File: src/mts8_pkg.sv
// ----------------------------------------------------------------------------
// mts8_pkg
// Shared types and constants for the midtones stretch to 8-bit pipeline.
// ----------------------------------------------------------------------------
package mts8_pkg;

    // configuration register widths
    localparam int unsigned LVL_W  = 17;
    localparam int unsigned GAIN_W = 40;
    localparam int unsigned MID_W  = 33;
    localparam int unsigned CFG_W  = 40;
    localparam int unsigned IDX_W  = 3;

    // sample and product widths
    localparam int unsigned PIX_W   = 16;
    localparam int unsigned HALF_W  = GAIN_W / 2;
    localparam int unsigned PLO_W   = PIX_W + HALF_W;
    localparam int unsigned PHI_W   = PIX_W + HALF_W + 1;
    localparam int unsigned NUM_W   = PIX_W + GAIN_W + 1;
    localparam int unsigned DEN_W   = NUM_W + 1;
    localparam int unsigned QUO_W   = 9;
    localparam int unsigned SHIFT_W = DEN_W + QUO_W - 1;

    // output levels
    localparam logic [7:0] LEVEL_BLACK = 8'd0;
    localparam logic [7:0] LEVEL_WHITE = 8'd255;

    // register indexes
    localparam logic [IDX_W-1:0] REG_SHADOW    = 3'd0;
    localparam logic [IDX_W-1:0] REG_HIGHLIGHT = 3'd1;
    localparam logic [IDX_W-1:0] REG_GAIN_NUM  = 3'd2;
    localparam logic [IDX_W-1:0] REG_GAIN_DEN  = 3'd3;
    localparam logic [IDX_W-1:0] REG_MIDTONE   = 3'd4;

    // reset values
    localparam logic [LVL_W-1:0]  RST_SHADOW    = 17'd0;
    localparam logic [LVL_W-1:0]  RST_HIGHLIGHT = 17'd65536;
    localparam logic [GAIN_W-1:0] RST_GAIN_NUM  = 40'hFFFF808000;
    localparam logic [GAIN_W-1:0] RST_GAIN_DEN  = 40'd0;
    localparam logic [MID_W-1:0]  RST_MIDTONE   = 33'h080000000;

    typedef struct packed {
        logic [15:0] pixel_value;
        logic        last_pixel;
    } t_in_item;

    typedef struct packed {
        logic [7:0] display_level;
        logic       last_level;
    } t_out_item;

    typedef struct packed {
        logic [LVL_W-1:0]         shadow_level;
        logic [LVL_W-1:0]         highlight_level;
        logic signed [GAIN_W-1:0] gain_numerator;
        logic signed [GAIN_W-1:0] gain_denominator;
        logic [MID_W-1:0]         midtone_balance;
    } t_cfg;

    // numerator and denominator handed from the front end to the divider
    typedef struct packed {
        logic                    valid;
        logic                    last;
        logic                    below;
        logic                    above;
        logic signed [NUM_W-1:0] num;
        logic signed [DEN_W-1:0] den;
    } t_nd;

endpackage

File: src/mts8_front.sv
// ----------------------------------------------------------------------------
// mts8_front
// Three stages: level compare and offset, split partial products, and
// assembly of the numerator and denominator.
// ----------------------------------------------------------------------------
module mts8_front import mts8_pkg::*; #(
    parameter int unsigned SAMPLE_BITS = 16
) (
    input  logic     i_clk,
    input  logic     i_rst_n,
    input  logic     i_en,
    input  logic     i_valid,
    input  t_in_item i_item,
    input  t_cfg     i_cfg,
    output t_nd      o_nd
);

    // stage 1 registers
    logic                   r_s1_valid;
    logic                   r_s1_last;
    logic                   r_s1_below;
    logic                   r_s1_above;
    logic [SAMPLE_BITS-1:0] r_s1_x;

    // stage 2 registers
    logic                    r_s2_valid;
    logic                    r_s2_last;
    logic                    r_s2_below;
    logic                    r_s2_above;
    logic [PLO_W-1:0]        r_s2_nlo;
    logic signed [PHI_W-1:0] r_s2_nhi;
    logic [PLO_W-1:0]        r_s2_dlo;
    logic signed [PHI_W-1:0] r_s2_dhi;

    // stage 3 register
    t_nd r_nd;

    logic [SAMPLE_BITS-1:0]  w_pix;
    logic [LVL_W-1:0]        w_pix_ext;
    logic [LVL_W-1:0]        w_diff;
    logic [PIX_W-1:0]        w_x16;
    logic [PLO_W-1:0]        n_nlo;
    logic signed [PHI_W-1:0] n_nhi;
    logic [PLO_W-1:0]        n_dlo;
    logic signed [PHI_W-1:0] n_dhi;
    logic [NUM_W-1:0]        n_num;
    logic [DEN_W-1:0]        n_den;

    // level compare and offset from the shadow level
    assign w_pix     = i_item.pixel_value[SAMPLE_BITS-1:0];
    assign w_pix_ext = LVL_W'(w_pix);
    assign w_diff    = w_pix_ext - i_cfg.shadow_level;

    always_ff @(posedge i_clk) begin
        if (!i_rst_n) begin
            r_s1_valid <= 1'b0;
        end else if (i_en) begin
            r_s1_valid <= i_valid;
        end
    end

    always_ff @(posedge i_clk) begin
        if (i_en) begin
            r_s1_last  <= i_item.last_pixel;
            r_s1_below <= w_pix_ext < i_cfg.shadow_level;
            r_s1_above <= w_pix_ext >= i_cfg.highlight_level;
            r_s1_x     <= w_diff[SAMPLE_BITS-1:0];
        end
    end

    // partial products on the low unsigned and high signed gain halves
    assign w_x16 = PIX_W'(r_s1_x);
    assign n_nlo = w_x16 * i_cfg.gain_numerator[HALF_W-1:0];
    assign n_nhi = $signed({1'b0, w_x16}) * $signed(i_cfg.gain_numerator[GAIN_W-1:HALF_W]);
    assign n_dlo = w_x16 * i_cfg.gain_denominator[HALF_W-1:0];
    assign n_dhi = $signed({1'b0, w_x16})
                 * $signed(i_cfg.gain_denominator[GAIN_W-1:HALF_W]);

    always_ff @(posedge i_clk) begin
        if (!i_rst_n) begin
            r_s2_valid <= 1'b0;
        end else if (i_en) begin
            r_s2_valid <= r_s1_valid;
        end
    end

    always_ff @(posedge i_clk) begin
        if (i_en) begin
            r_s2_last  <= r_s1_last;
            r_s2_below <= r_s1_below;
            r_s2_above <= r_s1_above;
            r_s2_nlo   <= n_nlo;
            r_s2_nhi   <= n_nhi;
            r_s2_dlo   <= n_dlo;
            r_s2_dhi   <= n_dhi;
        end
    end

    // recombine halves, subtract the midtone balance from the denominator
    assign n_num = {r_s2_nhi, {HALF_W{1'b0}}} + NUM_W'(r_s2_nlo);
    assign n_den = {r_s2_dhi[PHI_W-1], r_s2_dhi, {HALF_W{1'b0}}} + DEN_W'(r_s2_dlo)
                 - DEN_W'(i_cfg.midtone_balance);

    always_ff @(posedge i_clk) begin
        if (!i_rst_n) begin
            r_nd.valid <= 1'b0;
        end else if (i_en) begin
            r_nd.valid <= r_s2_valid;
        end
    end

    always_ff @(posedge i_clk) begin
        if (i_en) begin
            r_nd.last  <= r_s2_last;
            r_nd.below <= r_s2_below;
            r_nd.above <= r_s2_above;
            r_nd.num   <= n_num;
            r_nd.den   <= n_den;
        end
    end

    assign o_nd = r_nd;

endmodule

File: config.mk
export PLATFORM = sky130hd
export DESIGN_NAME = mts8_front
export DESIGN_NICKNAME = d
export VERILOG_FILES = /design/src/mts8_pkg.sv /design/src/mts8_front.sv
export SDC_FILE = /design/constraint.sdc
export NUM_CORES = 2
export LEC_CHECK = 0
export ABC_AREA = 1
export BUFFER_PORTS_ARGS = -buffer_cell sky130_fd_sc_hd__clkbuf_2
export CAP_MARGIN = 20
export CELL_PAD_IN_SITES_DETAIL_PLACEMENT = 2
export CELL_PAD_IN_SITES_GLOBAL_PLACEMENT = 2
export CORE_UTILIZATION = 30
export CTS_BUF_LIST = sky130_fd_sc_hd__clkbuf_2
export CTS_CLUSTER_DIAMETER = 40
export DETAILED_ROUTE_END_ITERATION = 12
export PLACE_DENSITY = 0.78
export SYNTH_ARGS = -nofsm -noshare
export SYNTH_HDL_FRONTEND = slang
export SYNTH_SLANG_ARGS = --single-unit
File: constraint.sdc
create_clock -name i_clk -period 8.28 [get_ports i_clk]
set_clock_uncertainty 0.05 [all_clocks]
set_input_delay 0.828 -clock i_clk [delete_from_list [all_inputs] [get_ports i_clk]]
set_output_delay 0.828 -clock i_clk [all_outputs]
set_load 0.03 [all_outputs]
==> metrics.txt <==
filler instances=25510; CP Data Required Time=9.35 ns; most numerous cell on the critical path=fa_1; Initial Util=roughly 30%; Worst-path clk slew=0.10 ns; Post-CTS Setup Inserts=0; final net count=around 11000; final period utilization=a little over four fifths; max frequency=0.1429 GHz; clk sinks=289; core area=217200 sq um; fin area=71980 sq um; antenna violations before repair=26; Iter 0 DRT Violations=1893; antenna-violating nets left=0; Synth area leaders=fa_1, inv_1, nand2_1; area share of the largest cell type after synthesis=a little over a third; CP Capture Type=register; EDFF count, synth=286; Skew-Pair Late Insertion Delay=1.56 ns; Hold Vio Cnt, Final=0; max-cap viol count=0; Post-route DRC=0; number of global-route vias before repair=67200; TritonCTS clock tree=yes; Slew headroom=28.34%; via/cell ratio=4.705; CTS Buf Count=95; Root Buffer=clkbuf_2; wire length per cell=20.31 um; final setup vio count=0; delay-heaviest family, CP=adder cells; layout cells sized above 1=6.040%; die area=between 200000 and 250000 sq um; row count=roughly 170; startpoint types=register; Mapped Cells=approximately 8600; Top-Level Pins=287; flop2flop setup slack=1.28 ns; DRT Pass-1 Iters=5; critical path depth=19; min-delay src=i_cfg[10]; most area-hungry cell type in the Yosys netlist=fa_1; Setup Total Neg Slack=0 ns; Mapped Avg Cell Area=7.617 sq um; synthesized flop and latch total=289; warnings from Yosys=0; Worst Reg-to-Reg Cells=19; largest net degree at the start of global routing=100; Cell Chain, Critical Path=buf_4 > nand2_1 > inv_1 > fa_1 > fa_1 > fa_1 > fa_1 > fa_1 > inv_1 > fa_1 > inv_1 > ha_1 > nand2_1 > inv_1 > a21boi_0 > a21boi_0 > nand3_1 > nand2_1 > nand2_1; Slew Viols, Final=0; fin crit period=between 6 and 7 ns; outcome=finished clean; worst r2r dst=r_s2_nhi[30]; FF-to-FF Start=r_s1_x[4]; post-placement cell area=between 60000 and 70000 sq um; asr flop ratio synth=0%; HPWL after DPL=around 200000 um; via count=55430; critical path fanouts, max=57; IO Port Bufs=~290; Max stage delay on crit path=0.98 ns; overflow left after global routing=0; CP Buf/Inv Count=5; area growth from synthesis to layout=9.741%; die height=about 470 um; die outline width=around 470 um; Yosys cell types=44; WP data arrival=8.07 ns; mapped cell area=65590 sq um; crit path to=r_s2_nhi[30]; Synth Net Count=~10000; final wirelength=about 240000 um; Main synth FF type=edfxtp_1; CP Class=register to register; GP Congestion=roughly 0.9; Critical path origin=r_s1_x[4]; Seq/Total Area, Yosys=roughly an eighth; DP Worst Slack=1.271 ns; first-pass GRT wire length=around 380000 um; Worst Hold Class=input pin to register; RSZ-0062 raised after global routing=false; Slew @ Worst Pin=around 1.1 ns; CP max stage cell=fa_1; CTS HTree Levels=3; CTS max path bufs=3; final worst slack=1.281 ns; cts repair resizes=0; GRT Util Overall=22.18%
## registers in the layout, indices dropped and copies added, names as in the netlist
name,cells
r_s1_above,1
r_s2_above,1
r_s1_x,16
r_s2_dhi,37
r_s2_last,1
r_s2_dlo,36
o_nd,119
r_s2_nhi,37
r_s2_valid,1
r_s1_last,1
r_s1_below,1
r_s2_below,1
r_s1_valid,1
r_s2_nlo,36
## per-layer routing
metal / routed length, um / global-route usage, %
met5: 72 / 0
met4: 8882 / 8.192
met3: 7082 / 2.436
met2: 124600 / 40.93
met1: 98570 / 26.20
## synth_stat cells, drive strengths merged, types with 9 or more instances
library cell	number
a21oi	211
edfxtp	286
a21boi	13
nor4	10
o21a	10
o21bai	14
nand3	227
xnor2	29
xor2	124
or2	12
fa	1158
nor2	380
nor3	44
ha	529
o21ai	121
nand4	65
nand2	2463
a21o	9
clkbuf	304
nand3b	10
inv	2558
## how the worst min path moves through the flow
stage                   to  slack [ns]  cells after the start
2_1_floorplan    o_nd[115]        0.35                      0
3_3_place_gp      o_nd[62]        0.35                      0
4_1_cts          r_s1_x[1]        0.02                      5
6_report          o_nd[10]        0.26                      5
3_5_place_dp      o_nd[77]        0.36                      0
5_1_grt        r_s2_nhi[1]        0.12                      4
## cell usage in the layout (no fill, tap or decap), drive strengths merged
| master | instances |
|---|---|
| a21boi | 13 |
| a21o | 9 |
| a21oi | 211 |
| a31oi | 4 |
| and2 | 7 |
| and3 | 7 |
| buf | 47 |
| bufinv | 5 |
| clkbuf | 400 |
| clkinv | 45 |
| dfxtp | 3 |
| diode | 20 |
| dlygate4sd3 | 98 |
| edfxtp | 286 |
| fa | 1158 |
| ha | 529 |
| inv | 2563 |
| nand2 | 2463 |
| nand2b | 1 |
| nand3 | 227 |
| nand3b | 10 |
| nand4 | 65 |
| nor2 | 380 |
| nor3 | 44 |
| nor3b | 5 |
| nor4 | 10 |
| o2111ai | 1 |
| o211ai | 4 |
| o21a | 10 |
| o21ai | 121 |
| o21bai | 14 |
| o22ai | 1 |
| o31ai | 1 |
| or2 | 12 |
| xnor2 | 29 |
| xor2 | 124 |
## repair_timing
item,in CTS,in global routing
setup endpoints to repair,0,0
hold endpoints to repair,145,0
hold buffers,98,0
## worst register-to-register path: stages (launching register included)
cell      delay (ns)
edfxtp_1        0.36
buf_4           0.71
nand2_1         0.21
inv_1           0.12
fa_1            0.59
fa_1            0.98
fa_1            0.55
fa_1            0.53
fa_1            0.51
inv_1           0.06
fa_1            0.49
inv_1           0.05
ha_1            0.35
nand2_1         0.16
inv_1           0.06
a21boi_0        0.24
a21boi_0        0.33
nand3_1         0.12
nand2_1         0.07
nand2_1         0.05
## cell families after synthesis
kind of cell	share of synthesized area [%]
buf+inv	16.38
flops	13.18
simple gates	19.78
compound gates	3.184
fa+ha+maj	45.43
xor+xnor	2.043
## final cells by class
class	count	area, sq um	share of cell area (%)
multi-input cells	5460	46200	64.19
diodes	20	50.05	0.06953
repair buffers	430	2938	4.081
well taps	2854	3571	4.961
clock buffers	115	575.6	0.7996
flip-flops and latches	289	8648	12.01
inverters	2558	9602	13.34
clock inverters	55	396.6	0.5510
## per-stage QoR
step | util, % | hold WS, ns | instances
after detailed placement | 32.22 | 0.3568 | 11490
after floorplan | - | 0.3503 | 8611
after global routing | 33.14 | 0.1159 | 11780
after global placement | 32.22 | 0.3537 | 11490
final | 33.15 | 0.2557 | 11780
after CTS | 33.12 | 0.02490 | 11760
Power is left out: the tool's default activity adds up to more than one toggle a clock period on the data nets, which glitch-free logic cannot reach.
