### config.mk
export PLATFORM = sky130hd
export DESIGN_NAME = mts8_div
export DESIGN_NICKNAME = d
export VERILOG_FILES = /design/src/mts8_pkg.sv /design/src/mts8_div.sv
export SDC_FILE = /design/constraint.sdc
export NUM_CORES = 2
export LEC_CHECK = 0
export BUFFER_PORTS_ARGS = -buffer_cell sky130_fd_sc_hd__buf_2
export CAP_MARGIN = 20
export CELL_PAD_IN_SITES_DETAIL_PLACEMENT = 0
export CELL_PAD_IN_SITES_GLOBAL_PLACEMENT = 1
export CORE_MARGIN = 3
export CORE_UTILIZATION = 53
export CTS_BUF_LIST = sky130_fd_sc_hd__clkbuf_2 sky130_fd_sc_hd__clkbuf_4 sky130_fd_sc_hd__clkbuf_8
export DETAILED_ROUTE_END_ITERATION = 8
export GPL_TIMING_DRIVEN = 1
export HOLD_SLACK_MARGIN = 0.03
export PLACE_DENSITY = 0.8
export SLEW_MARGIN = 15
export SYNTH_ARGS = -nofsm -noshare
export SYNTH_HDL_FRONTEND = slang
export SYNTH_SLANG_ARGS = --single-unit
### constraint.sdc
create_clock -name i_clk -period 46.5 [get_ports i_clk]
set_clock_uncertainty 0.2 [all_clocks]
set_input_delay 9.3 -clock i_clk [delete_from_list [all_inputs] [get_ports i_clk]]
set_output_delay 9.3 -clock i_clk [all_outputs]
set_load 0.05 [all_outputs]
### src/mts8_pkg.sv
// ----------------------------------------------------------------------------
// mts8_pkg
// Shared types and constants for the midtones stretch to 8-bit pipeline.
// ----------------------------------------------------------------------------
package mts8_pkg;

    // configuration register widths
    localparam int unsigned LVL_W  = 17;
    localparam int unsigned GAIN_W = 40;
    localparam int unsigned MID_W  = 33;
    localparam int unsigned CFG_W  = 40;
    localparam int unsigned IDX_W  = 3;

    // sample and product widths
    localparam int unsigned PIX_W   = 16;
    localparam int unsigned HALF_W  = GAIN_W / 2;
    localparam int unsigned PLO_W   = PIX_W + HALF_W;
    localparam int unsigned PHI_W   = PIX_W + HALF_W + 1;
    localparam int unsigned NUM_W   = PIX_W + GAIN_W + 1;
    localparam int unsigned DEN_W   = NUM_W + 1;
    localparam int unsigned QUO_W   = 9;
    localparam int unsigned SHIFT_W = DEN_W + QUO_W - 1;

    // output levels
    localparam logic [7:0] LEVEL_BLACK = 8'd0;
    localparam logic [7:0] LEVEL_WHITE = 8'd255;

    // register indexes
    localparam logic [IDX_W-1:0] REG_SHADOW    = 3'd0;
    localparam logic [IDX_W-1:0] REG_HIGHLIGHT = 3'd1;
    localparam logic [IDX_W-1:0] REG_GAIN_NUM  = 3'd2;
    localparam logic [IDX_W-1:0] REG_GAIN_DEN  = 3'd3;
    localparam logic [IDX_W-1:0] REG_MIDTONE   = 3'd4;

    // reset values
    localparam logic [LVL_W-1:0]  RST_SHADOW    = 17'd0;
    localparam logic [LVL_W-1:0]  RST_HIGHLIGHT = 17'd65536;
    localparam logic [GAIN_W-1:0] RST_GAIN_NUM  = 40'hFFFF808000;
    localparam logic [GAIN_W-1:0] RST_GAIN_DEN  = 40'd0;
    localparam logic [MID_W-1:0]  RST_MIDTONE   = 33'h080000000;

    typedef struct packed {
        logic [15:0] pixel_value;
        logic        last_pixel;
    } t_in_item;

    typedef struct packed {
        logic [7:0] display_level;
        logic       last_level;
    } t_out_item;

    typedef struct packed {
        logic [LVL_W-1:0]         shadow_level;
        logic [LVL_W-1:0]         highlight_level;
        logic signed [GAIN_W-1:0] gain_numerator;
        logic signed [GAIN_W-1:0] gain_denominator;
        logic [MID_W-1:0]         midtone_balance;
    } t_cfg;

    // numerator and denominator handed from the front end to the divider
    typedef struct packed {
        logic                    valid;
        logic                    last;
        logic                    below;
        logic                    above;
        logic signed [NUM_W-1:0] num;
        logic signed [DEN_W-1:0] den;
    } t_nd;

endpackage

### src/mts8_div.sv
// ----------------------------------------------------------------------------
// mts8_div
// Sign and special case stage followed by a pipelined restoring divider,
// one quotient bit per stage, with saturation to the 8-bit level range.
// ----------------------------------------------------------------------------
module mts8_div import mts8_pkg::*; (
    input  logic      i_clk,
    input  logic      i_rst_n,
    input  logic      i_en,
    input  t_nd       i_nd,
    output logic      o_valid,
    output t_out_item o_res
);

    typedef struct packed {
        logic             valid;
        logic             last;
        logic             fix;
        logic [7:0]       fix_level;
        logic [NUM_W-1:0] rem;
        logic [DEN_W-1:0] dvs;
        logic [QUO_W-1:0] quo;
    } t_div_st;

    t_div_st r_st [0:QUO_W];
    t_div_st n_st0;

    logic w_num_neg;
    logic w_den_neg;
    logic w_num_zero;
    logic w_den_zero;

    // magnitudes and the cases that need no division
    assign w_num_neg  = i_nd.num[NUM_W-1];
    assign w_den_neg  = i_nd.den[DEN_W-1];
    assign w_num_zero = (i_nd.num == '0);
    assign w_den_zero = (i_nd.den == '0);

    always_comb begin
        n_st0.valid     = i_nd.valid;
        n_st0.last      = i_nd.last;
        n_st0.rem       = w_num_neg ? NUM_W'(-i_nd.num) : NUM_W'(i_nd.num);
        n_st0.dvs       = w_den_neg ? DEN_W'(-i_nd.den) : DEN_W'(i_nd.den);
        n_st0.quo       = '0;
        n_st0.fix       = 1'b1;
        n_st0.fix_level = LEVEL_BLACK;
        if (i_nd.below) begin
            n_st0.fix_level = LEVEL_BLACK;
        end else if (i_nd.above) begin
            n_st0.fix_level = LEVEL_WHITE;
        end else if (w_den_zero) begin
            n_st0.fix_level = (!w_num_neg && !w_num_zero) ? LEVEL_WHITE : LEVEL_BLACK;
        end else if (w_num_zero || (w_num_neg != w_den_neg)) begin
            n_st0.fix_level = LEVEL_BLACK;
        end else begin
            n_st0.fix = 1'b0;
        end
    end

    always_ff @(posedge i_clk) begin
        if (!i_rst_n) begin
            r_st[0].valid <= 1'b0;
        end else if (i_en) begin
            r_st[0] <= n_st0;
        end
    end

    // one restoring step per stage, most significant quotient bit first
    for (genvar k = 0; k < QUO_W; k++) begin : g_step
        localparam int unsigned BIT_POS = QUO_W - 1 - k;

        logic [SHIFT_W-1:0] w_rem_ext;
        logic [SHIFT_W-1:0] w_sub;
        logic [SHIFT_W-1:0] w_diff;
        logic               w_ge;
        t_div_st            n_st;

        assign w_rem_ext = SHIFT_W'(r_st[k].rem);
        assign w_sub     = SHIFT_W'(r_st[k].dvs) << BIT_POS;
        assign w_ge      = (w_rem_ext >= w_sub);
        assign w_diff    = w_rem_ext - w_sub;

        always_comb begin
            n_st     = r_st[k];
            n_st.rem = w_ge ? w_diff[NUM_W-1:0] : r_st[k].rem;
            n_st.quo = {r_st[k].quo[QUO_W-2:0], w_ge};
        end

        always_ff @(posedge i_clk) begin
            if (!i_rst_n) begin
                r_st[k+1].valid <= 1'b0;
            end else if (i_en) begin
                r_st[k+1] <= n_st;
            end
        end
    end

    // final level with clamp for quotients of 256 and above
    always_comb begin
        o_res.last_level = r_st[QUO_W].last;
        if (r_st[QUO_W].fix) begin
            o_res.display_level = r_st[QUO_W].fix_level;
        end else if (r_st[QUO_W].quo[QUO_W-1]) begin
            o_res.display_level = LEVEL_WHITE;
        end else begin
            o_res.display_level = r_st[QUO_W].quo[7:0];
        end
    end

    assign o_valid = r_st[QUO_W].valid;

endmodule

==> results.json <==
{
  "worstSetupPathType": "primary input to register",
  "place_congestion": 0.924,
  "grt_pass1_wl_um": 254000,
  "dpl.hpwl_um": 128000,
  "synth.largest_area_cell": "edfxtp_1",
  "cts_tree": "yes",
  "synth_seq_area_share": 0.494,
  "crit_path_max_incr_delay_ns": 0.60,
  "synth_top_area_frac": 0.494,
  "fin_nets": 7163,
  "core_area_um2": 127000,
  "cts_sinks": 1120,
  "synth.avg_cell_area_um2": 10.6,
  "pwr-share-clk": 0.372,
  "ys.warnings.count": 0,
  "min_period_over_period": 0.271,
  "syn-num-nets": 7005,
  "worstRegToRegCells": 13,
  "ant_nets": 0,
  "p_seq_frac": 0.488,
  "crit_fanout": 6,
  "finalSetupTns_ns": 0,
  "crit_required_ns": 47.06,
  "hold_buffers": 0,
  "overflow": 0,
  "ioPinCount": 132,
  "swShare": 0.255,
  "status": "finished clean",
  "postCtsSetupBuffers": 0,
  "combPwrFrac": 0.140,
  "cp-start-kind": "primary input",
  "vdd_drop_max_mv": 0.0297,
  "grt_max_degree": 181,
  "avgRoutedWirePerCell_um": 19.5,
  "num_vias": 47500,
  "largest-register": "r_st",
  "worst-path-stages": 10,
  "hold_viol_final": 0,
  "p_per_area_nw_per_um2": 32.8,
  "reg.largest.list": "r_st: 1120 flops",
  "largest_register_ffs": 1120,
  "fillers": 10900,
  "power.leakage_nw": 29.9,
  "maxSlewViolCount": 0,
  "cp_cell_sequence": "buf_2 > or4_1 > nor4_1 > nand4_1 > or3_1 > or2_2 > or3b_1 > nor3_1 > nand2b_1 > a211o_1",
  "hold_class": "register to register",
  "setup_viol": 0,
  "wl_um": 163000,
  "timing.hold.ws_ns": 0.211,
  "p_sw_mw": 0.622,
  "grt_usage": 0.245,
  "crit_path_end_kind": "register",
  "cp_slowest_cell": "or4_1",
  "yosysUniqueCellTypes": 88,
  "die_h_um": 364,
  "synthCells": 6396,
  "drc": 0,
  "portBuffers": 131,
  "dr.pass1.iters": 6,
  "crit_family": "simple AND/OR/NAND/NOR gates",
  "synthTopCellsByArea": "edfxtp_1 49%, ha_1 8.8%, xnor2_1 4.2%",
  "cts_root_buffer": "clkbuf_8",
  "syn_area_um2": 68000,
  "die_w_um": 364,
  "via_per_inst": 5.69,
  "hold_depth": 0,
  "final_util": 0.587,
  "syn_to_final_growth_pct": 9.12,
  "max_freq_mhz": 79.5,
  "internal_power_mw": 1.81,
  "crit_arrival_ns": 13.14,
  "start_util": 0.538,
  "first_iter_violations": 2886,
  "antenna_found_initial": 4,
  "clk_path_buf_depth": 3,
  "cts_resized": 0,
  "synth-edff-count": 1119,
  "maxCapViolations": 0,
  "period_needed_ns": 12.58,
  "ctsHtreeMaxLevel": 4,
  "async_flop_share": 0,
  "rsz0062_at_grt": "no",
  "drive_above_1_share": 0.112,
  "cts_made_buffers": 190,
  "num_rows": 130,
  "clk_pin_slew_ns": 0.06,
  "crit_buf_inv": 1,
  "grt_pass1_vias": 47000,
  "synth_top_flop_cell": "edfxtp_1",
  "max-slew-margin-rel": 0.282,
  "worstMarginPinSlew_ns": 1.07,
  "ys_seq_elements": 1120,
  "dieArea_um2": 133000,
  "clock_latency_ns": 0.92
}
## layout by cell type, fill, tap and decap left out, types with 59 or more instances in the layout
master / synthesis / final
clkbuf_8: 0 / 195
xnor2_1: 326 / 326
edfxtp_1: 1119 / 1119
inv_1: 619 / 619
nand2b_1: 64 / 64
nand4_1: 132 / 132
nand3_1: 105 / 105
a21oi_1: 567 / 567
and3_1: 63 / 63
nor2_1: 316 / 316
a21o_1: 248 / 248
nor3_1: 75 / 75
o21ai_0: 422 / 422
buf_2: 26 / 132
o31ai_1: 60 / 59
o21bai_1: 87 / 87
mux2_2: 210 / 210
xor2_1: 148 / 148
o21a_1: 59 / 59
nand2_1: 460 / 460
ha_1: 479 / 479
## final cells by class
| class | instances | area, um^2 | share of cell area |
|---|---|---|---|
| antenna | 3 | 7.51 | 0.000101 |
| inverter | 621 | 2330 | 0.0314 |
| clock buffer | 247 | 3070 | 0.0414 |
| tap | 1650 | 2060 | 0.0278 |
| timing repair buffer | 168 | 956 | 0.0129 |
| clock inverter | 90 | 843 | 0.0114 |
| sequential | 1120 | 33600 | 0.453 |
| multi-input combinational | 4453 | 31300 | 0.422 |
## worst register-to-register path, cell delays in order (launching register included)
cell and delay [ns]:
edfxtp_1 0.41, ha_1 0.23, fa_1 0.40, nand2b_1 0.18, a21o_1 0.21, a211oi_1 0.39, nor3_1 0.17, o41a_1 0.55
o21ai_1 0.37, a21oi_1 0.26, o21ai_4 0.63, buf_4 0.61, inv_1 0.41, a22o_1 0.34
## layer usage
layer	part of all wire	global-route usage	wire, um	vias up
li1	-	-	-	23900
met4	0.061	0.138	9850	0
met2	0.47	0.409	76200	1116
met3	0.036	0.0318	5860	358
met1	0.44	0.307	70900	22100
met5	0	0	0	-
## synth_stat cells, types with 60 or more instances
| master | n |
|---|---|
| a21o_1 | 248 |
| a21oi_1 | 567 |
| and3_1 | 63 |
| clkbuf_1 | 166 |
| edfxtp_1 | 1119 |
| ha_1 | 479 |
| inv_1 | 619 |
| mux2_2 | 210 |
| nand2_1 | 460 |
| nand2b_1 | 64 |
| nand3_1 | 105 |
| nand4_1 | 132 |
| nor2_1 | 316 |
| nor3_1 | 75 |
| o21ai_0 | 422 |
| o21bai_1 | 87 |
| o31ai_1 | 60 |
| xnor2_1 | 326 |
| xor2_1 | 148 |
## power by group through the flow
stage	sequential, mW	clock (mW)	combinational [mW]
after CTS	1.19	0.935	0.339
after detailed placement	1.21	0	0.338
after global placement	1.21	0	0.335
after floorplan	1.24	0	0.257
final	1.19	0.907	0.340
after global routing	1.19	0.986	0.379
## worst paths after layout
check	from	end	slack, ns
worst max register to register	r_st[5][9]$_DFFE_PP_	r_st[6][122]$_DFFE_PP_	40.87
worst max-delay path	i_nd[17]	r_st[0][132]$_DFFE_PP_	33.92
worst min-delay path	r_st[4][3]$_DFFE_PP_	r_st[5][4]$_DFFE_PP_	0.21
worst min register to register	r_st[4][3]$_DFFE_PP_	r_st[5][4]$_DFFE_PP_	0.21
## cells by family after synthesis
family                     share of synthesized area
adders and majority gates                     0.0904
muxes                                         0.0374
AOI/OAI and AO/OA                              0.164
DFF                                            0.494
and+or+nand+nor                                0.107
xor gates and xnor gates                      0.0610
buffers and inverters                         0.0460
## per-stage QoR
| step | cell area, um^2 | cells | total power [mW] | worst slack [ns] |
|---|---|---|---|---|
| finish | 74200 | 8352 | 2.44 | 33.92 |
| global route | 74200 | 8351 | 2.56 | 33.91 |
| CTS | 74200 | 8349 | 2.46 | 34.02 |
| detailed placement | 70300 | 8012 | 1.55 | 33.02 |
| global placement | 70300 | 8010 | 1.54 | 32.98 |
| floorplan | 68000 | 6396 | 1.50 | 10.13 |
(Power assumes the default switching activity.)
