$ cat config.mk
export PLATFORM = sky130hd
export DESIGN_NAME = mts8_cfg
export DESIGN_NICKNAME = d
export VERILOG_FILES = /design/src/mts8_pkg.sv /design/src/mts8_cfg.sv
export SDC_FILE = /design/constraint.sdc
export NUM_CORES = 1
export LEC_CHECK = 0
export ABC_CLOCK_PERIOD_IN_PS = 2600
export BUFFER_PORTS_ARGS = -buffer_cell sky130_fd_sc_hd__buf_2
export CAP_MARGIN = 30
export CORE_AREA = 2 2 84 146
export CTS_CLUSTER_SIZE = 25
export DETAILED_ROUTE_END_ITERATION = 8
export DIE_AREA = 0 0 86 148
export PLACE_DENSITY = 0.77
export RECOVER_POWER = 100
export SLEW_MARGIN = 20
export SYNTH_ARGS = -nofsm -noshare
export SYNTH_HDL_FRONTEND = slang
export SYNTH_SLANG_ARGS = --single-unit
$ cat constraint.sdc
create_clock -name i_clk -period 2.6 [get_ports i_clk]
set_input_delay 0.52 -clock i_clk [delete_from_list [all_inputs] [get_ports i_clk]]
set_output_delay 0.52 -clock i_clk [all_outputs]
set_load 0.005 [all_outputs]
$ cat src/mts8_pkg.sv
// ----------------------------------------------------------------------------
// mts8_pkg
// Shared types and constants for the midtones stretch to 8-bit pipeline.
// ----------------------------------------------------------------------------
package mts8_pkg;

    // configuration register widths
    localparam int unsigned LVL_W  = 17;
    localparam int unsigned GAIN_W = 40;
    localparam int unsigned MID_W  = 33;
    localparam int unsigned CFG_W  = 40;
    localparam int unsigned IDX_W  = 3;

    // sample and product widths
    localparam int unsigned PIX_W   = 16;
    localparam int unsigned HALF_W  = GAIN_W / 2;
    localparam int unsigned PLO_W   = PIX_W + HALF_W;
    localparam int unsigned PHI_W   = PIX_W + HALF_W + 1;
    localparam int unsigned NUM_W   = PIX_W + GAIN_W + 1;
    localparam int unsigned DEN_W   = NUM_W + 1;
    localparam int unsigned QUO_W   = 9;
    localparam int unsigned SHIFT_W = DEN_W + QUO_W - 1;

    // output levels
    localparam logic [7:0] LEVEL_BLACK = 8'd0;
    localparam logic [7:0] LEVEL_WHITE = 8'd255;

    // register indexes
    localparam logic [IDX_W-1:0] REG_SHADOW    = 3'd0;
    localparam logic [IDX_W-1:0] REG_HIGHLIGHT = 3'd1;
    localparam logic [IDX_W-1:0] REG_GAIN_NUM  = 3'd2;
    localparam logic [IDX_W-1:0] REG_GAIN_DEN  = 3'd3;
    localparam logic [IDX_W-1:0] REG_MIDTONE   = 3'd4;

    // reset values
    localparam logic [LVL_W-1:0]  RST_SHADOW    = 17'd0;
    localparam logic [LVL_W-1:0]  RST_HIGHLIGHT = 17'd65536;
    localparam logic [GAIN_W-1:0] RST_GAIN_NUM  = 40'hFFFF808000;
    localparam logic [GAIN_W-1:0] RST_GAIN_DEN  = 40'd0;
    localparam logic [MID_W-1:0]  RST_MIDTONE   = 33'h080000000;

    typedef struct packed {
        logic [15:0] pixel_value;
        logic        last_pixel;
    } t_in_item;

    typedef struct packed {
        logic [7:0] display_level;
        logic       last_level;
    } t_out_item;

    typedef struct packed {
        logic [LVL_W-1:0]         shadow_level;
        logic [LVL_W-1:0]         highlight_level;
        logic signed [GAIN_W-1:0] gain_numerator;
        logic signed [GAIN_W-1:0] gain_denominator;
        logic [MID_W-1:0]         midtone_balance;
    } t_cfg;

    // numerator and denominator handed from the front end to the divider
    typedef struct packed {
        logic                    valid;
        logic                    last;
        logic                    below;
        logic                    above;
        logic signed [NUM_W-1:0] num;
        logic signed [DEN_W-1:0] den;
    } t_nd;

endpackage

$ cat src/mts8_cfg.sv
// ----------------------------------------------------------------------------
// mts8_cfg
// Configuration register file with index decode and reset values.
// ----------------------------------------------------------------------------
module mts8_cfg import mts8_pkg::*; (
    input  logic             i_clk,
    input  logic             i_rst_n,
    input  logic             i_cfg_wr_en,
    input  logic [IDX_W-1:0] i_cfg_index,
    input  logic [CFG_W-1:0] i_cfg_data,
    output t_cfg             o_cfg
);

    t_cfg r_cfg;

    // register writes, unknown indexes ignored
    always_ff @(posedge i_clk) begin
        if (!i_rst_n) begin
            r_cfg.shadow_level     <= RST_SHADOW;
            r_cfg.highlight_level  <= RST_HIGHLIGHT;
            r_cfg.gain_numerator   <= RST_GAIN_NUM;
            r_cfg.gain_denominator <= RST_GAIN_DEN;
            r_cfg.midtone_balance  <= RST_MIDTONE;
        end else if (i_cfg_wr_en) begin
            case (i_cfg_index)
                REG_SHADOW:    r_cfg.shadow_level     <= i_cfg_data[LVL_W-1:0];
                REG_HIGHLIGHT: r_cfg.highlight_level  <= i_cfg_data[LVL_W-1:0];
                REG_GAIN_NUM:  r_cfg.gain_numerator   <= i_cfg_data[GAIN_W-1:0];
                REG_GAIN_DEN:  r_cfg.gain_denominator <= i_cfg_data[GAIN_W-1:0];
                REG_MIDTONE:   r_cfg.midtone_balance  <= i_cfg_data[MID_W-1:0];
                default: ;
            endcase
        end
    end

    assign o_cfg = r_cfg;

endmodule

==> run metrics, run 1 <==
worst-path fanout max 18; fmax 522.6 MHz; full die area 12730 µm²; Post-synth EDFFs 0; Worst Hold Class input port to register; Diodes inserted 0; worst slack at placement 0.6584 ns; Yosys cell types 14; Root Buffer clkbuf_16; worst reg2reg startpoint o_cfg[35]; slowest stage delay, CP 0.82 ns; hold_sp i_cfg_data[34]; Layout Nets 776; most numerous cell in the Yosys netlist nand2_1; RSZ-0062 raised after global routing no; #FFs+latches synth 147; status completed; via count 4431; Seq/Total Area, Yosys 51.86%; initial antenna violation count 0; max FFs per register 147; Cell Rows 52; startpoint type of the worst setup path input port; max_cap viols 0; Syn-to-layout area delta 25.45%; synth warn 0; vias in the first global route 4541; FF-to-FF End o_cfg[35]; Final Setup Violations 0; worst path cell trace buf_2 > nand4bb_2 > buf_4 > mux2i_1; Hold-fix buffers, CTS 0; drt total wl 14100 µm; Post-Syn Instances 546; Die W 86 µm; Final TNS setup 0 ns; synth cell count leaders nand2_1 (167), dfxtp_1 (147), mux2i_1 (147); Placeable Area 11520 µm²; Avg Cell Area, Syn 10.39 µm²; 1st-pass router iterations 4; first-pass GRT wire length 22560 µm; R2R Setup Slk 1.91 ns; clock-pin slew on the worst setup and hold paths 0.06 ns; setup bufs post-CTS 0; Tot Pwr 5.128 mW; vias per cell 5.047; Critical Path RT 2.87 ns; io pins 193; Congestion Overflow GR 0; DP HPWL 9940 µm; Worst Setup End Kind register; die height 148 µm; Final Hold Viols 0; Hold Path Cell Cnt 3; Hold Path Sink o_cfg[67]; min Tclk post-route 1.914 ns; r2r worst-path depth 2; setup ws final 0.6864 ns; normalized max-slew margin 35.84%; largest net degree at the start of global routing 60; drt wl/cell 16.05 µm; global-route usage over all layers 22.66%; placer congestion estimate 0.7997; number of clock sinks 147; CTS buffer count 17; drt drc 0; Crit path arrival time 2.19 ns; ys async rst share 0%; Finished Layout Cells 878; final setup skew 0 ns; crit share post-route 73.60%; post_cts resized 0; cell type with the highest aggregate area in the netlist dfxtp_1; Clock Path Buffers 2; Lkg Pwr 3.136 nW; leading post-synthesis cells by cell area dfxtp_1 (52%), mux2i_1 (26%), nand2_1 (11%), nor2b_1 (4.3%), buf_6 (2.8%); layout cells sized above 1 19.65%; placed cells 846; area share of the largest cell type after synthesis 51.86%; worst skew pair latency 0.40 ns; Post-Syn Area 5674 µm²; number of port buffers 192; slowest CP cell nand4bb_2; Least-Margin Pin Slew 0.9624 ns; Crit Path Class input port to register; CTS H-tree lvls 4; Most used DFF post-synth dfxtp_1; DRT antenna net count 0; CTS tree built; Starting Density 49.27%; peak supply drop 0.5147 mV; Starting DRT DRC Count 129; Syn Nets 592; Pwr per Cell Area 720.4 nW/µm²; Final Slew Violations 0
-- how the worst max path moves through the flow --
stage,depth (start not counted),slack [ns],endpoint,startpoint
finish,4,0.69,o_cfg[0],i_cfg_index[1]
global route,4,0.54,o_cfg[118],i_rst_n
CTS,4,1.08,o_cfg[6],i_cfg_index[1]
detailed placement,4,0.66,o_cfg[6],i_cfg_index[1]
global placement,4,0.69,o_cfg[0],i_cfg_index[1]
floorplan,4,1.25,o_cfg[130],i_cfg_index[0]
-- metrics by stage --
step | area [µm²] | util [%] | hold slack [ns]
3_5_place_dp | 6654 | 57.78 | 0.4439
3_3_place_gp | 6654 | 57.78 | 0.4402
4_1_cts | 7257 | 63.02 | 0.3573
5_1_grt | 7118 | 61.81 | 0.3589
2_1_floorplan | 5674 | - | 0.4511
6_report | 7118 | 61.81 | 0.3760
-- placed cells by master (no fill, tap or decap), types with 3 or more instances in the layout --
master / Yosys / layout
buf_4: 2 / 7
dfxtp_1: 147 / 147
clkbuf_1: 8 / 94
clkbuf_16: 0 / 17
clkinv_2: 0 / 3
mux2i_1: 147 / 147
buf_12: 2 / 3
bufinv_16: 0 / 3
nor2b_1: 39 / 39
buf_2: 14 / 100
inv_6: 0 / 5
nand2_1: 167 / 167
-- metal layers --
metal	wire length [µm]	vias up	global-route usage, %
li1	-	2155	-
met2	7607	143	40.54
met1	5377	2105	23.81
met4	386	0	10.87
met5	0	-	0
met3	723	28	6.477
-- logic make-up (layout without fill, tap and decap cells) --
family / after synthesis / after routing / share of synthesized area [%]
flops: 147 / 147 / 51.86
mux: 147 / 147 / 25.93
buf+inv: 40 / 237 / 5.513
simple gates: 212 / 212 / 16.69
-- power by group --
group	leakage [nW]	internal, mW	switching [mW]	total (mW)
Sequential	1.19	2.30	0.0262	2.33
Combinational	1.65	0.129	0.178	0.306
Clock	0.296	1.52	0.969	2.49
Total	3.14	3.95	1.17	5.13
-- worst max-delay path: cells and delay by family --
| family | cells | cell delay, ns |
|---|---|---|
| simple gates | 1 | 0.82 |
| buf+inv | 2 | 0.66 |
| mux | 1 | 0.16 |
-- final cells by class --
| type | count | area, µm² |
|---|---|---|
| well taps | 135 | 168.9 |
| clock inverters | 14 | 173.9 |
| flip-flops and latches | 147 | 2943 |
| multi-input cells | 359 | 2432 |
| repair buffers | 205 | 970.9 |
| fillers | 1001 | 4398 |
| clock buffers | 18 | 429.2 |
No activity file was read; power rests on OpenSTA's default activity.
==> run 2, diff against run 1 <==
--- a/config.mk
+++ b/config.mk
@@ -5,14 +5,15 @@
 export SDC_FILE = /design/constraint.sdc
 export NUM_CORES = 1
 export LEC_CHECK = 0
-export ABC_CLOCK_PERIOD_IN_PS = 2600
+export ABC_AREA = 1
+export ABC_CLOCK_PERIOD_IN_PS = 1680
 export BUFFER_PORTS_ARGS = -buffer_cell sky130_fd_sc_hd__buf_2
 export CAP_MARGIN = 30
-export CORE_AREA = 2 2 84 146
+export CORE_AREA = 2 2 89 155
 export CTS_CLUSTER_SIZE = 25
 export DETAILED_ROUTE_END_ITERATION = 8
-export DIE_AREA = 0 0 86 148
-export PLACE_DENSITY = 0.77
+export DIE_AREA = 0 0 91 157
+export PLACE_DENSITY = 0.73
 export RECOVER_POWER = 100
 export SLEW_MARGIN = 20
 export SYNTH_ARGS = -nofsm -noshare
==> constraint.sdc (replaced) <==
create_clock -name i_clk -period 1.68 [get_ports i_clk]
set_input_delay 0.336 -clock i_clk [delete_from_list [all_inputs] [get_ports i_clk]]
set_output_delay 0.336 -clock i_clk [all_outputs]
set_load 0.005 [all_outputs]
==> run 2 against run 1 <==
  * Register-to-register slack lost 0.86 ns
  * Count of clock-buffer cells in the layout increased by 2
  * Synthesized area is 1.8% higher
  * Critical endpoint is now o_cfg[96]
  * Highest routed layer unchanged
  * Critical path depth increased by 2
  * Routed wire length is 24% higher
  * Sequential share of layout area down 1.5 points
==> run metrics, run 2 <==
status completed; Starting Density 44.65% (-4.6 points); Reg area 2943 µm² (unchanged); synth warn 0 (unchanged); full die area 14290 µm² (+12%); design area 7383 µm² (+3.7%); worst reg2reg startpoint o_cfg[0]; Seq/Total Area, Yosys 50.94% (-0.92 points); Die W 91 µm (+5.8%); Most used DFF post-synth dfxtp_1; Crit Path Class input port to register; initial antenna violation count 0 (unchanged); global-route usage over all layers 24.40% (+1.7 points); 1st-pass router iterations 5 (+1); CTS H-tree lvls 4 (unchanged); placed inst area 6949 µm² (+4.4%); min Tclk post-route 1.343 ns; synth cell count leaders nor2_1 (257), nand2_1 (172), dfxtp_1 (147), nand3_1 (147), inv_1 (43); normalized max-slew margin 45.14% (+9.3 points); R2R Setup Slk 1.05 ns (-0.86 ns); number of clock sinks 147 (unchanged); leading post-synthesis cells by cell area dfxtp_1 (51%), nor2_1 (17%), nand3_1 (13%), nand2_1 (11%), inv_1 (2.8%); DP HPWL 12190 µm (+23%); slowest CP cell nand2_1; Syn Nets 879 (+48%); worst path cell trace clkbuf_1 > inv_2 > nor2_1 > nand2_1 > nand2_1 > nand3_1; fmax 744.7 MHz; drt wl/cell 14.59 µm (-9.1%); Final TNS setup 0 ns (unchanged); Diodes inserted 0 (unchanged); Final Hold Viols 0 (unchanged); Least-Margin Pin Slew 0.8229 ns (-0.1395 ns); crit share post-route 79.93%; Final Slew Violations 0 (unchanged); worst skew pair latency 0.41 ns (about the same); placer congestion estimate 0.8253 (+3.2%); Worst Setup End Kind register; setup bufs post-CTS 0 (unchanged); Post-Syn Area 5777 µm² (+1.8%); Pwr per Cell Area 1101 nW/µm² (+53%); worst-path fanout max 18 (unchanged); DRT antenna net count 0 (unchanged); Layout Nets 1057 (+36%); via count 5810 (+31%); commonest non-fill, non-tap cell in the layout nor2_1; die height 157 µm (+6.1%); most numerous cell in the Yosys netlist nor2_1; Cell Rows 55 (+5.8%); commonest non-fill, non-tap cells in the layout nor2_1 (255), nand2_1 (173), nand3_1 (147), dfxtp_1 (147), buf_2 (108); clock-pin slew on the worst setup and hold paths 0.06 ns (about the same); Crit path arrival time 1.64 ns (-0.55 ns); RSZ-0062 raised after global routing no; vias in the first global route 5312 (+17%); FF-to-FF End o_cfg[0]; post_cts resized 0 (unchanged); final setup skew 0 ns (unchanged); Starting DRT DRC Count 313 (+140%); Finished Layout Cells 1195 (+36%); drt drc 0 (unchanged); Placeable Area 12940 µm² (+12%); layout cells sized above 1 16.70% (-3.0 points); slowest stage delay, CP 0.45 ns (-0.37 ns); area share of the largest cell type after synthesis 50.94% (-0.92 points); Syn-to-layout area delta 27.81%; vias per cell 4.862 (-3.7%); number of port buffers 192 (unchanged); #FFs+latches synth 147 (unchanged); placed cells 1163 (+37%); Post-synth EDFFs 0 (unchanged); Final Setup Violations 0 (unchanged); io pins 193 (unchanged); Root Buffer clkbuf_16; startpoint type of the worst setup path input port; Avg Cell Area, Syn 6.935 µm² (-33%); max FFs per register 147 (unchanged); worst slack at placement 0.3096 ns (-0.3488 ns); Worst Hold Class input port to register; max_cap viols 0 (unchanged); Yosys cell types 14 (unchanged); Critical Path RT 1.98 ns (-0.89 ns); CTS tree built; r2r worst-path depth 2 (unchanged); setup ws final 0.3371 ns (-0.3492 ns); Filler Cell Count 1339 (+34%); first-pass GRT wire length 27310 µm (+21%); ys async rst share 0% (unchanged); Hold-fix buffers, CTS 0 (unchanged); area of the multi-input gates 2424 µm² (-0.36%); Lkg Pwr 3.478 nW (+11%); drt total wl 17440 µm (+24%); CTS buffer count 17 (unchanged); Post-Syn Instances 833 (+53%); largest net degree at the start of global routing 63 (+5.0%); CP dominant cell by count nand2_1; Clock Path Buffers 2 (unchanged); cell type with the highest aggregate area in the netlist dfxtp_1; peak supply drop 0.6895 mV (+34%); Congestion Overflow GR 0 (unchanged); Crit. Startpoint i_cfg_index[1]; Worst Setup EP o_cfg[96]
## run 2: changes by cell type after synthesis, sizes merged, moves of 13 or more
cell	change
nor2	+263
mux2i	-147
nand3	+147
clkbuf	+13
nor2b	-39
inv	+46
## run 2: worst min path at each step
| stage | to | cells after the start | slack, ns | startpoint |
|---|---|---|---|---|
| after global placement | o_cfg[105] | 2 | 0.45 | o_cfg[105] |
| after global routing | o_cfg[110] | 3 | 0.13 | i_cfg_data[37] |
| after floorplan | o_cfg[100] | 2 | 0.45 | i_cfg_data[27] |
| after CTS | o_cfg[108] | 3 | 0.12 | i_cfg_data[35] |
| after detailed placement | o_cfg[99] | 2 | 0.45 | o_cfg[99] |
| final | o_cfg[110] | 3 | 0.13 | i_cfg_data[37] |
## run 2: kinds of logic after synthesis
family | count (synthesis) | synth area share [%]
buffers and inverters | 101 | 7.407
DFF | 147 | 50.94
AOI/OAI and AO/OA | 1 | 0.08655
and+or+nand+nor | 584 | 41.56
## run 2: cell type report
type	count	share of cell area, %
Sequential cell	147	39.86
Tap cell	171	2.898
Clock inverter	12	1.762
Timing Repair Buffer	214	14.27
Clock buffer	20	6.050
Inverter	46	2.339
Multi-Input combinational cell	585	32.82
## run 2: critical path, delay by kind of cell
kind,cells,cell delay [ns]
simple gates,4,0.95
buf+inv,2,0.34
## run 2: power breakdown
group | switching, mW | leakage (nW) | internal (mW) | total (mW)
registers | 0.0663 | 1.20 | 3.61 | 3.68
clock network | 1.46 | 0.281 | 2.23 | 3.69
logic | 0.493 | 2.00 | 0.275 | 0.768
## run 2: routing by layer
| metal | share of wire (%) | global-route usage (%) | wire length, µm |
|---|---|---|---|
| met1 | 38 | 26.26 | 6681 |
| met2 | 53 | 44.59 | 9278 |
| met3 | 4.8 | 4.835 | 829 |
| met4 | 3.7 | 12.99 | 646 |
| met5 | 0 | 0 | 0 |
## run 2: metrics by stage
| stage | hold WS, ns | total power [mW] | utilization, % |
|---|---|---|---|
| 6_report | 0.1334 | 8.132 | 57.07 |
| 5_1_grt | 0.1314 | 8.457 | 57.07 |
| 4_1_cts | 0.1203 | 8.235 | 58.17 |
| 3_5_place_dp | 0.4539 | 4.545 | 53.71 |
| 3_3_place_gp | 0.4497 | 4.535 | 53.71 |
| 2_1_floorplan | 0.4492 | 4.192 | - |
